<file path="src/sv/arp_pkg.sv">
package arp_pkg;

    localparam int unsigned FRAME_BYTES = 42;
    localparam int unsigned POS_W       = 6;
    localparam int unsigned CFG_IDX_W   = 8;
    localparam int unsigned CFG_DATA_W  = 48;

    localparam logic [CFG_IDX_W-1:0] CFG_OWN_MAC = 8'd0;
    localparam logic [CFG_IDX_W-1:0] CFG_OWN_IP  = 8'd1;

    localparam logic [POS_W-1:0] POS_LAST = 6'd41;
    localparam logic [7:0] OPER_REPLY_LO = 8'h02;

    typedef enum logic
    {
        ST_RX,
        ST_TX
    } arp_state_t;

    typedef struct packed
    {
        logic rx_take;
        logic tx_start;
        logic tx_adv;
    } arp_cmd_t;

    typedef struct packed
    {
        logic frame_ok;
        logic tx_final;
    } arp_status_t;

    // expected header bytes 12..21 of a request
    function automatic logic [7:0] req_hdr_byte(input logic [3:0] k);
        logic [7:0] b;
        unique case (k)
            4'd0:    b = 8'h08;
            4'd1:    b = 8'h06;
            4'd2:    b = 8'h00;
            4'd3:    b = 8'h01;
            4'd4:    b = 8'h08;
            4'd5:    b = 8'h00;
            4'd6:    b = 8'h06;
            4'd7:    b = 8'h04;
            4'd8:    b = 8'h00;
            4'd9:    b = 8'h01;
            default: b = 8'h00;
        endcase
        return b;
    endfunction

    // byte k of a 48-bit address, most significant first
    function automatic logic [7:0] mac_byte(input logic [47:0] v, input logic [2:0] k);
        logic [7:0] b;
        unique case (k)
            3'd0:    b = v[47:40];
            3'd1:    b = v[39:32];
            3'd2:    b = v[31:24];
            3'd3:    b = v[23:16];
            3'd4:    b = v[15:8];
            3'd5:    b = v[7:0];
            default: b = 8'h00;
        endcase
        return b;
    endfunction

    // byte k of a 32-bit address, most significant first
    function automatic logic [7:0] ip_byte(input logic [31:0] v, input logic [1:0] k);
        logic [7:0] b;
        unique case (k)
            2'd0:    b = v[31:24];
            2'd1:    b = v[23:16];
            2'd2:    b = v[15:8];
            default: b = v[7:0];
        endcase
        return b;
    endfunction

endpackage

</file>
<file path="src/sv/arp_ctrl.sv">
module arp_ctrl
    import arp_pkg::*;
(
    input  logic        clk,
    input  logic        rst_n,
    input  logic        rx_valid,
    input  logic        rx_last,
    input  logic        tx_ready,
    input  arp_status_t status,
    output logic        rx_ready,
    output logic        tx_valid,
    output arp_cmd_t    cmd
);

    arp_state_t state_reg;
    arp_state_t state_next;

    always_ff @(posedge clk or negedge rst_n)
    begin
        if (!rst_n)
        begin
            state_reg <= ST_RX;
        end
        else
        begin
            state_reg <= state_next;
        end
    end

    always_comb
    begin
        state_next   = state_reg;
        rx_ready     = 1'b0;
        tx_valid     = 1'b0;
        cmd.rx_take  = 1'b0;
        cmd.tx_start = 1'b0;
        cmd.tx_adv   = 1'b0;
        unique case (state_reg)
            ST_RX:
            begin
                rx_ready    = 1'b1;
                cmd.rx_take = rx_valid;
                if (rx_valid && rx_last && status.frame_ok)
                begin
                    cmd.tx_start = 1'b1;
                    state_next   = ST_TX;
                end
            end
            ST_TX:
            begin
                tx_valid = 1'b1;
                if (tx_ready)
                begin
                    if (status.tx_final)
                    begin
                        state_next = ST_RX;
                    end
                    else
                    begin
                        cmd.tx_adv = 1'b1;
                    end
                end
            end
            default:
            begin
                state_next = ST_RX;
            end
        endcase
    end

endmodule

</file>
<file path="src/sv/arp_dp.sv">
module arp_dp
    import arp_pkg::*;
(
    input  logic                  clk,
    input  logic                  rst_n,
    input  arp_cmd_t              cmd,
    input  logic [7:0]            rx_byte,
    input  logic                  rx_last,
    input  logic                  cfg_we,
    input  logic [CFG_IDX_W-1:0]  cfg_index,
    input  logic [CFG_DATA_W-1:0] cfg_data,
    output arp_status_t           status,
    output logic [7:0]            tx_byte,
    output logic                  tx_last
);

    logic [47:0]      own_mac_reg;
    logic [31:0]      own_ip_reg;
    logic [47:0]      req_mac_reg;
    logic [47:0]      sha_reg;
    logic [31:0]      spa_reg;
    logic [POS_W-1:0] count_reg;
    logic             ok_reg;
    logic [POS_W-1:0] tx_pos_reg;

    logic [POS_W-1:0] count_next;
    logic             ok_next;
    logic             in_frame;
    logic             mismatch;
    logic [POS_W-1:0] rx_off;
    logic [POS_W-1:0] tx_off;

    assign in_frame = (count_reg < POS_W'(FRAME_BYTES));
    assign rx_off   = count_reg - 6'd38;

    always_comb
    begin
        mismatch = 1'b0;
        if (in_frame)
        begin
            if (count_reg >= 6'd12 && count_reg < 6'd22)
            begin
                mismatch = (rx_byte != req_hdr_byte(4'(count_reg - 6'd12)));
            end
            else if (count_reg >= 6'd38)
            begin
                mismatch = (rx_byte != ip_byte(own_ip_reg, rx_off[1:0]));
            end
        end
    end

    assign count_next      = in_frame ? count_reg + 6'd1 : count_reg;
    assign ok_next         = ok_reg & ~mismatch;
    assign status.frame_ok = (count_next >= POS_W'(FRAME_BYTES)) && ok_next;
    assign status.tx_final = (tx_pos_reg == POS_LAST);

    always_ff @(posedge clk or negedge rst_n)
    begin
        if (!rst_n)
        begin
            own_mac_reg <= '0;
            own_ip_reg  <= '0;
            req_mac_reg <= '0;
            sha_reg     <= '0;
            spa_reg     <= '0;
            count_reg   <= '0;
            ok_reg      <= 1'b1;
            tx_pos_reg  <= '0;
        end
        else
        begin
            if (cfg_we && cfg_index == CFG_OWN_MAC)
            begin
                own_mac_reg <= cfg_data;
            end
            if (cfg_we && cfg_index == CFG_OWN_IP)
            begin
                own_ip_reg <= cfg_data[31:0];
            end
            if (cmd.rx_take)
            begin
                if (in_frame)
                begin
                    if (count_reg >= 6'd6 && count_reg < 6'd12)
                    begin
                        req_mac_reg <= {req_mac_reg[39:0], rx_byte};
                    end
                    else if (count_reg >= 6'd22 && count_reg < 6'd28)
                    begin
                        sha_reg <= {sha_reg[39:0], rx_byte};
                    end
                    else if (count_reg >= 6'd28 && count_reg < 6'd32)
                    begin
                        spa_reg <= {spa_reg[23:0], rx_byte};
                    end
                end
                if (rx_last)
                begin
                    count_reg <= '0;
                    ok_reg    <= 1'b1;
                end
                else
                begin
                    count_reg <= count_next;
                    ok_reg    <= ok_next;
                end
            end
            if (cmd.tx_start)
            begin
                tx_pos_reg <= '0;
            end
            else if (cmd.tx_adv)
            begin
                tx_pos_reg <= tx_pos_reg + 6'd1;
            end
        end
    end

    // reply byte mux
    always_comb
    begin
        tx_off = '0;
        priority if (tx_pos_reg < 6'd6)
        begin
            tx_byte = mac_byte(req_mac_reg, tx_pos_reg[2:0]);
        end
        else if (tx_pos_reg < 6'd12)
        begin
            tx_off  = tx_pos_reg - 6'd6;
            tx_byte = mac_byte(own_mac_reg, tx_off[2:0]);
        end
        else if (tx_pos_reg < 6'd20)
        begin
            tx_off  = tx_pos_reg - 6'd12;
            tx_byte = req_hdr_byte(tx_off[3:0]);
        end
        else if (tx_pos_reg == 6'd20)
        begin
            tx_byte = 8'h00;
        end
        else if (tx_pos_reg == 6'd21)
        begin
            tx_byte = OPER_REPLY_LO;
        end
        else if (tx_pos_reg < 6'd28)
        begin
            tx_off  = tx_pos_reg - 6'd22;
            tx_byte = mac_byte(own_mac_reg, tx_off[2:0]);
        end
        else if (tx_pos_reg < 6'd32)
        begin
            tx_off  = tx_pos_reg - 6'd28;
            tx_byte = ip_byte(own_ip_reg, tx_off[1:0]);
        end
        else if (tx_pos_reg < 6'd38)
        begin
            tx_off  = tx_pos_reg - 6'd32;
            tx_byte = mac_byte(sha_reg, tx_off[2:0]);
        end
        else
        begin
            tx_off  = tx_pos_reg - 6'd38;
            tx_byte = ip_byte(spa_reg, tx_off[1:0]);
        end
    end

    assign tx_last = status.tx_final;

endmodule

</file>
<file path="src/sv/arp_request_responder_unit.sv">
// the first reply byte is offered the cycle after the last byte of a
// qualifying frame is accepted; the reply is 42 bytes long
// throughput: one received byte per cycle; no bytes are taken while a reply is sent
// reset (rst_n low, asynchronous) clears addresses and counters, own_mac and own_ip to 0
module arp_request_responder_unit
    import arp_pkg::*;
(
    input  logic                  clk,
    input  logic                  rst_n,
    input  logic                  s_tvalid,
    output logic                  s_tready,
    input  logic [7:0]            s_tdata,   // rx_byte
    input  logic                  s_tlast,
    output logic                  m_tvalid,
    input  logic                  m_tready,
    output logic [7:0]            m_tdata,   // tx_byte
    output logic                  m_tlast,
    input  logic                  cfg_valid,
    output logic                  cfg_ready,
    input  logic [CFG_IDX_W-1:0]  cfg_index,
    input  logic [CFG_DATA_W-1:0] cfg_data
);

    arp_cmd_t    cmd;
    arp_status_t status;

    assign cfg_ready = 1'b1;

    arp_ctrl u_ctrl
    (
        .clk      (clk),
        .rst_n    (rst_n),
        .rx_valid (s_tvalid),
        .rx_last  (s_tlast),
        .tx_ready (m_tready),
        .status   (status),
        .rx_ready (s_tready),
        .tx_valid (m_tvalid),
        .cmd      (cmd)
    );

    arp_dp u_dp
    (
        .clk       (clk),
        .rst_n     (rst_n),
        .cmd       (cmd),
        .rx_byte   (s_tdata),
        .rx_last   (s_tlast),
        .cfg_we    (cfg_valid & cfg_ready),
        .cfg_index (cfg_index),
        .cfg_data  (cfg_data),
        .status    (status),
        .tx_byte   (m_tdata),
        .tx_last   (m_tlast)
    );

endmodule
</file>
<file path="config.mk">
export PLATFORM = sky130hd
export DESIGN_NAME = arp_request_responder_unit
export DESIGN_NICKNAME = d
export VERILOG_FILES = /design/src/sv/arp_pkg.sv /design/src/sv/arp_ctrl.sv /design/src/sv/arp_dp.sv /design/src/sv/arp_request_responder_unit.sv
export SDC_FILE = /design/constraint.sdc
export NUM_CORES = 1
export LEC_CHECK = 0
export BUFFER_PORTS_ARGS = -buffer_cell sky130_fd_sc_hd__buf_2
export CELL_PAD_IN_SITES_DETAIL_PLACEMENT = 0
export CELL_PAD_IN_SITES_GLOBAL_PLACEMENT = 1
export CORE_UTILIZATION = 49
export DETAILED_ROUTE_END_ITERATION = 6
export PLACE_DENSITY_LB_ADDON = 0.3
export SLEW_MARGIN = 20
export SYNTH_ARGS = -nofsm -noshare
export SYNTH_HDL_FRONTEND = slang
export SYNTH_SLANG_ARGS = --single-unit
</file>
<file path="constraint.sdc">
create_clock -name clk -period 3.6 [get_ports clk]
set_input_delay 0.72 -clock clk [delete_from_list [all_inputs] [get_ports clk]]
set_output_delay 0.72 -clock clk [all_outputs]
set_load 0.01 [all_outputs]
</file>
Word-level counts from Yosys, hierarchy flattened
Memories as Yosys holds them, arrays and structs flattened.
Cells that the tools add are included.

word-level totals
  memories = 2
  logic and storage cells = 133
  bits in read-only memories = 128
  register bits after elaboration = 222
  output and inout bits = 12
  input port bits = 70

cells by class
  $lt $le $gt $ge = 17
  reduce and logical (&&, ||, !) cells = 21
  muxes and demuxes = 37
  add/sub/neg operators = 10
  bitwise logic cells = 5
  eq/ne operators = 32

memory list
  name              words  width  rd ports  clocked after memory_dff  write ports  line           source
  (name not given)  16     4      1         0                         0            arp_pkg.sv:36  unique case (k)
  (name not given)  16     4      1         0                         0            arp_pkg.sv:36

operators with widths
  operator             count
  $pmux 8 s6           4
  $mux 8               13
  $pmux 8 s3           3
  $eq 3x2->1 const B   8
  $eq 3x3->1 const B   8
  $lt 6x5->1 const B   4
  $lt 6x6->1 const B   4
  $mux 6               4
  $ne 8x8->1           2
  $add 6x1->6 const B  2
  $eq 3x1->1 const B   4
  $eq 6x5->1 const B   2
  $ge 6x5->1 const B   2
  $ge 6x6->1 const B   2
  $logic_not 3->1      4
  $lt 6x4->1 const B   2
  $mux 1               11
  $logic_and 1x1->1    9
  $eq 8x1->1 const B   1
  $logic_not 8->1      1
  $sub 4x4->4 const B  2
  $eq 2x1->1 const B   3
  $eq 2x2->1 const B   3
  $eq 6x6->1 const B   1
  16 further kinds     23

Longest topological paths before layout
Gate-level depths: netlist (run 1).

  word-level depth = 17
  gate-level depth with buffers = 10
  mapped depth without buffers = 8

Cells and area by module
A second synthesis (run 1) with hierarchy kept.

second synthesis, totals
  cells, all modules = 887
  area, all modules = 11035.6 µm²

by module, submodules not included
  module                      area an instance (µm²)  instances  cells each
  arp_dp                      10958.0                 1          877
  arp_ctrl                    66.3                    1          8
  arp_request_responder_unit  11.3                    1          2

Least setup slack after synthesis (run 1)
Ideal clock, no wire load.

  kind = register to output
  start = register u_dp.tx_pos_reg[2]
  end = output port m_tdata[0]
  data arrival time = 2.781 ns
  setup slack = 0.099 ns
  stages on the path, launching flop included = 10
  path through = dfrtp_1 > clkbuf_1 > buf_1 > inv_1 > ha_1 > and2b_1 > a21oi_1 > a2111oi_0 > a21oi_1 > a31oi_1

on the way
  cells in the longest elaborated chain, start to end = 11
  elaborated cells between the ends (all ways) = 49

RTL lines
  item                                line                              source
  start, declared                     arp_dp.sv:24                      logic [POS_W-1:0] tx_pos_reg;
  start signal, assigned              arp_dp.sv:114                     tx_pos_reg <= tx_pos_reg + 6'd1;
  $sub 3x1->3                         arp_dp.sv:157                     tx_off = tx_pos_reg - 6'd32;
  $eq 3x3->1 (tied with other cells)  arp_pkg.sv:55                     unique case (k)
  $pmux 8 s6                          arp_pkg.sv:55
  $mux 8                              arp_dp.sv:155                     else if (tx_pos_reg < 6'd38)
  $mux 8                              arp_dp.sv:150                     else if (tx_pos_reg < 6'd32)
  $mux 8                              arp_dp.sv:145                     else if (tx_pos_reg < 6'd28)
  $mux 8                              arp_dp.sv:141                     else if (tx_pos_reg == 6'd21)
  $mux 8                              arp_dp.sv:137                     else if (tx_pos_reg == 6'd20)
  $mux 8                              arp_dp.sv:132                     else if (tx_pos_reg < 6'd20)
  $mux 8                              arp_dp.sv:127                     else if (tx_pos_reg < 6'd12)
  $mux 8 *                            arp_dp.sv:123                     priority if (tx_pos_reg < 6'd6)
  end, declared                       arp_request_responder_unit.sv:16  output logic [7:0] m_tdata,

Every way passes the cells marked *; elsewhere a longest branch is shown, timed or not.

Final worst setup path (run 1)
  start = register u_dp.tx_pos_reg[0]
  end = output port m_tdata[7]

on the way
  cells in the longest elaborated chain, start to end = 11
  elaborated cells between the ends (all ways) = 57

RTL lines
  item                                               line
  $sub 3x1->3 / $sub 2x2->2 (equally long branches)  arp_dp.sv:157, arp_dp.sv:162
  $eq 3x3->1 (tied with other cells)                 arp_pkg.sv:55
  $pmux 8 s6 / $pmux 8 s3 (equally long branches)    arp_pkg.sv:55, arp_pkg.sv:70
  $mux 8                                             arp_dp.sv:155
  $mux 8                                             arp_dp.sv:150
  $mux 8                                             arp_dp.sv:145
  $mux 8                                             arp_dp.sv:141
  $mux 8                                             arp_dp.sv:137
  $mux 8                                             arp_dp.sv:132
  $mux 8                                             arp_dp.sv:127
  $mux 8 *                                           arp_dp.sv:123

Marked as above.

==> metrics.yaml, run 1 <==
outcome: "finished with violations"
violations: "design-rule violations"
grt_max_degree: 79
design_area_sq_um: 12980
crit_type: "reg -> out"
die_w_um: 152.0
overflow: 0
grt_pass1_vias: 7959
drive_gt1_frac: 0.4325
numPortBuffers: 80
slew_viol_final: 0
powerDensity_nw_per_um2: 643.8
async_flop_share: 1.000
peakVddDrop_uv: 460.6
dr.pass1.iters: 7
syn_area_per_cell_sq_um: 12.19
worst_ep_arrival_time_ps: 2850
wl_per_cell_um: 22.04
period_minus_slack_ps: 3574
gr-usage-all-layers: 0.2490
clk-insertion-delay-late_ps: 510
dieArea_sq_um: 23120
vias: 7907
grt_antenna_before_repair: 0
area_growth_pct: 17.69
cp_slowest_cell: "dfrtp_2"
p_leak_uw: 0.006214
synth_edf_count: 0
finalSetupTns_ps: 0
grt_pass1_wl_mm: 45.64
critPathLaunchType: "register"
wl_met3_mm: 1.399
ys_types: 59
viasPerCell: 6.106
h-tree-depth: 1
max-clock-path-buffers: 3
drtIter0Drc: 735
clock.fmax_mhz: 279.8
wirelength_met1_mm: 13.05
ys.flop_type: "dfrtp_1"
final-setup-viol-count: 0
ys_ff_latch: 222
yosysSeqAreaShare: 0.5037
start_util: 0.5024
clock-sinks: 222
boundaryPins: 82
finClkSkew_ps: 8.124
syn_nets: 999
diodes: 0
routed.top_layer: "met4"
path_max_fanout: 11
worstPathRequired_ps: 2880
dpl_cell_area_sq_um: 11850
synth_warnings: 0
core_area_sq_um: 21960
synthCells: 905
fillers: 1785
cts_tree: "yes"
fin_crit_sh: 0.9927
fp.dieH_um: 152.0
synth_area_sq_um: 11030
nets: 1094
worst_pin_slew_ps: 694.4
rsz0062_at_grt: "true"
num_rows: 54
max_cap_violations: 0
routed_wl_mm: 28.55
end_kind: "output port"
wl_met2_mm: 13.18
cpPeakStageDelay_ps: 450
hpwl_mm: 19.19
numCtsBuffers: 24
root_buffer: "clkbuf_16"
drcViolationCount: 4
hp-class: "in -> async"
ant_nets: 0
clk_pin_slew_ps: 60
crit_chain: "buf_4 > ha_4 > ha_2 > a221oi_1 > o21ai_1 > a22o_1 > a222oi_1 > o41ai_2 > buf_2"
finalHoldViolCount: 0
gp_congestion: 0.8981
slew_headroom: 0.5251
==> cells in the final DEF (no fill, tap or decap), drive strengths merged, types with 2 or more instances in the layout <==
master	instances
a2111oi	2
a211o	2
a211oi	3
a21boi	2
a21oi	33
a221oi	11
a222oi	46
a22o	2
a22oi	11
a311oi	3
a31oi	7
and2	2
and3	6
and4b	2
buf	134
clkbuf	39
clkinv	3
clkinvlp	2
dfrtp	221
ha	24
inv	18
mux2	230
mux2i	13
nand2	55
nand3	12
nand4	2
nor2	25
nor2b	5
nor3	9
nor4	3
o2111ai	3
o21ai	38
o22ai	6
o31ai	2
or3	4
xnor2	13
xor2	3
==> power by group <==
part           switching [uW]  internal [uW]  total [uW]
registers                 195           2630        2820
clock network             962           1350        2310
logic                    1900           1320        3230
==> metrics by stage <==
stage          worst slack, ps  instances  utilization  power, uW  hold WS (ps)
2_1_floorplan            99.21        905            -       4387         424.4
3_3_place_gp             277.5       1233       0.5398       5499         485.6
3_5_place_dp             210.5       1233       0.5398       5493         493.1
4_1_cts                 -17.45       1277       0.5780       7979         213.6
5_1_grt                 -67.04       1295       0.5913       8752         210.1
6_report                 26.37       1295       0.5913       8360         153.1
==> Yosys cell counts (11+ instances only) <==
master	number	area share
mux2_2	230	0.23
dfrtp_1	221	0.50
inv_1	19	0.0065
a22oi_1	11	0.0075
nand2_1	55	0.019
xnor2_1	13	0.010
nor2_1	25	0.0085
buf_2	13	0.0059
ha_1	24	0.027
a222oi_1	46	0.042
mux2i_1	13	0.012
a221oi_1	11	0.0087
o21ai_0	34	0.015
clkbuf_1	37	0.013
nand3_1	12	0.0054
buf_1	13	0.0044
a21oi_1	33	0.015
==> critical path, delay by kind of cell, from the launching register on <==
family | cells | cell delay [ps]
buf+inv | 2 | 330
flops | 1 | 450
fa+ha+maj | 2 | 470
compound gates | 5 | 1070
==> final cells by class <==
type,instances,area (sq um),share of cell area
inverters,19,77.57,0.005975
flip-flops and latches,222,5560,0.4283
multi-input cells,597,5294,0.4077
clock inverters,4,22.52,0.001735
repair buffers,136,968.4,0.07459
well taps,280,350.3,0.02698
clock buffers,37,710.7,0.05474
==> final timing paths <==
path	start	end	slack, ps	cells after the start
max in group asynchronous	rst_n	u_dp.own_ip_reg[14]	2600	2
worst min register to register	u_dp.sha_reg[42]	u_dp.sha_reg[42]	500	1
worst max-delay path	u_dp.tx_pos_reg[0]	m_tdata[7]	30	9
worst min-delay path	rst_n	u_dp.count_reg[2]	150	1
worst max register to register	u_dp.count_reg[0]	u_dp.ok_reg	780	8
min in group clk	cfg_data[40]	u_dp.own_mac_reg[40]	440	2
==> metal layers <==
layer | track usage | up-vias
met1 | 0.3557 | 4006
met5 | 0 | -
met2 | 0.3968 | 252
li1 | - | 3595
met4 | 0.07872 | 0
met3 | 0.03109 | 54
==> timing repair <==
item | in CTS | in global routing
cloned | 0 | 2
pin swaps | 3 | 18
gates resized for setup | 21 | 33
setup buffers | 3 | 16
setup endpoints to repair | 8 | 8
hold buffers | 0 | 0
==> cells by family after synthesis <==
| kind of cell | Yosys count | synth area share |
|---|---|---|
| adder cells (fa/ha/maj) | 24 | 0.02722 |
| multiplexers | 243 | 0.2466 |
| buffers and inverters | 86 | 0.03312 |
| AND/OR/NAND/NOR | 130 | 0.05467 |
| XOR/XNOR | 16 | 0.01270 |
| flip-flops | 222 | 0.5037 |
| other | 1 | 0.0003399 |
| AO/OA/AOI/OAI | 183 | 0.1217 |
Power figures use the tool's default switching activity.
==> run 2, diff against run 1 <==
Settings changed: PLACE_DENSITY_LB_ADDON 0.3 to 0.1.
==> run 2 against run 1 <==
Effect of this change: the run ends with design-rule violations, negative setup slack left; largest cell class unchanged; flip-flop and latch count is the same; worst hold slack improved by 76 ps; final cell count rose by 0.15%; total power is 3.9% higher; global-route usage is 1.2 points higher; non-clock buffer count shrank 4; critical path type unchanged.
==> metrics.yaml, run 2 (same netlist as run 1, synthesis figures left out) <==
grt_pass1_vias: 8291
finClkSkew_ps: 32.77
clock.fmax_mhz: 276.8
diodes: 0
clock-sinks: 222
cp_slowest_cell: "dfrtp_2"
nets: 1092
root_buffer: "clkbuf_16"
die_w_um: 152.0
rsz0062_at_grt: "true"
clk-insertion-delay-late_ps: 550
gr-usage-all-layers: 0.2613
slew_viol_final: 0
critPathLaunchType: "register"
violations: "design-rule violations, negative setup slack"
dieArea_sq_um: 23120
drive_gt1_frac: 0.4356
dr.pass1.iters: 7
start_util: 0.5024
drtIter0Drc: 765
period_minus_slack_ps: 3612
worstPathRequired_ps: 2880
viasPerCell: 6.231
worst_hold_slack_ps: 228.8
powerDensity_nw_per_um2: 666.0
cts_hold_buf: 0
gp_congestion: 0.8800
ant_nets: 0
h-tree-depth: 1
peakVddDrop_uv: 420.3
num_rows: 54
routed_wl_mm: 30.33
fin_crit_sh: 1.003
grt_pass1_wl_mm: 47.27
numCtsBuffers: 26
area_growth_pct: 18.18
final_cell_mix: "mux2_2, dfrtp_1, buf_2"
worst_pin_slew_ps: 762.7
overflow: 0
grt_antenna_before_repair: 0
grt_max_degree: 97
boundaryPins: 82
final-setup-viol-count: 1
max_cap_violations: 0
fp.dieH_um: 152.0
crit_buf_inv: 3
cpPeakStageDelay_ps: 440
hp-class: "in -> async"
fillers: 1763
max-clock-path-buffers: 3
crit_type: "reg -> out"
worst_ep_arrival_time_ps: 2890
layout_commonest_cell: "mux2_2"
finalHoldViolCount: 0
wl_per_cell_um: 23.38
vias: 8081
p_leak_uw: 0.006255
hpwl_mm: 20.83
numPortBuffers: 80
end_kind: "output port"
clk_pin_slew_ps: 70
slew_headroom: 0.4915
worst_slack_ps: -12.31
path_delay_family: "compound AO/OA/AOI/OAI gates"
cts_tree: "yes"
outcome: "finished with violations"
drcViolationCount: 19
crit_chain: "inv_2 > ha_2 > buf_4 > and3_1 > a221oi_1 > o21ai_0 > a22o_1 > a222oi_1 > o41ai_2 > buf_2"
core_area_sq_um: 21960
fin_cells: 1297
placedCellCount: 1236
path_max_fanout: 10
## run 2: cell types whose count changed in the layout (fill, tap and decap cells not counted), sizes merged
cell	before	now
buf	134	131
bufinv	0	2
clkinvlp	2	1
inv	18	19
clkinv	3	6
## run 2: worst register-to-register path: stages, from the launching register on
cell	delay [ps]
dfrtp_1	500
inv_1	250
ha_1	610
xnor2_1	190
and3_1	170
o21ai_1	50
a2111oi_0	560
o31a_1	190
a221o_1	140
## run 2: timing repair
action / in CTS / in global routing
pin swaps: 6 / 13
endpoints found under the setup margin: 8 / 8
buffers inserted: 7 / 6
endpoints found under the hold margin: 0 / 0
cloned: 0 / 1
gates resized for setup: 25 / 29
## run 2: per-layer routing
layer | track usage | share of wire | vias to the layer above
met1 | 0.3528 | 0.44 | 4151
met5 | 0 | 0 | -
met3 | 0.04193 | 0.060 | 58
met2 | 0.4275 | 0.47 | 277
li1 | - | - | 3595
met4 | 0.09427 | 0.030 | 0
## run 2: metrics by stage
| stage | setup slack, ps | utilization | TNS [ps] | instance area [sq um] | total power [uW] |
|---|---|---|---|---|---|
| after floorplan | 99.21 | - | 0 | 11030 | 4387 |
| after global placement | 385.0 | 0.5391 | 0 | 11840 | 5509 |
| after detailed placement | 252.9 | 0.5391 | 0 | 11840 | 5526 |
| after CTS | -36.36 | 0.5852 | -55.53 | 12850 | 8383 |
| after global routing | -158.9 | 0.5937 | -661.7 | 13040 | 9048 |
| final | -12.31 | 0.5937 | -12.31 | 13040 | 8683 |
## run 2: final cells by class
class / count / area, sq um / share of cell area
flip-flops and latches: 222 / 5562 / 0.4266
inverters: 19 / 77.57 / 0.005950
multi-input cells: 597 / 5266 / 0.4039
clock inverters: 9 / 116.4 / 0.008925
clock buffers: 38 / 765.7 / 0.05873
well taps: 280 / 350.3 / 0.02687
repair buffers: 132 / 899.6 / 0.06900
## run 2: worst paths after layout
check,from,to,slack [ps],cells past startpoint
max reg2reg,u_dp.count_reg[1],u_dp.ok_reg,890,8
min reg2reg,u_dp.own_mac_reg[19],u_dp.own_mac_reg[19],510,1
min,rst_n,u_dp.count_reg[1],230,1
min in group clk,cfg_data[36],u_dp.own_mac_reg[36],400,2
max,u_dp.tx_pos_reg[0],m_tdata[7],-10,10
max in group asynchronous,rst_n,u_dp.tx_pos_reg[3],2580,2
## run 2: power breakdown
group	internal (uW)	switching (uW)	leakage (uW)
registers	2630	196	0.00305
logic	1260	1910	0.00276
clock network	1620	1060	0.000438
total	5510	3170	0.00625
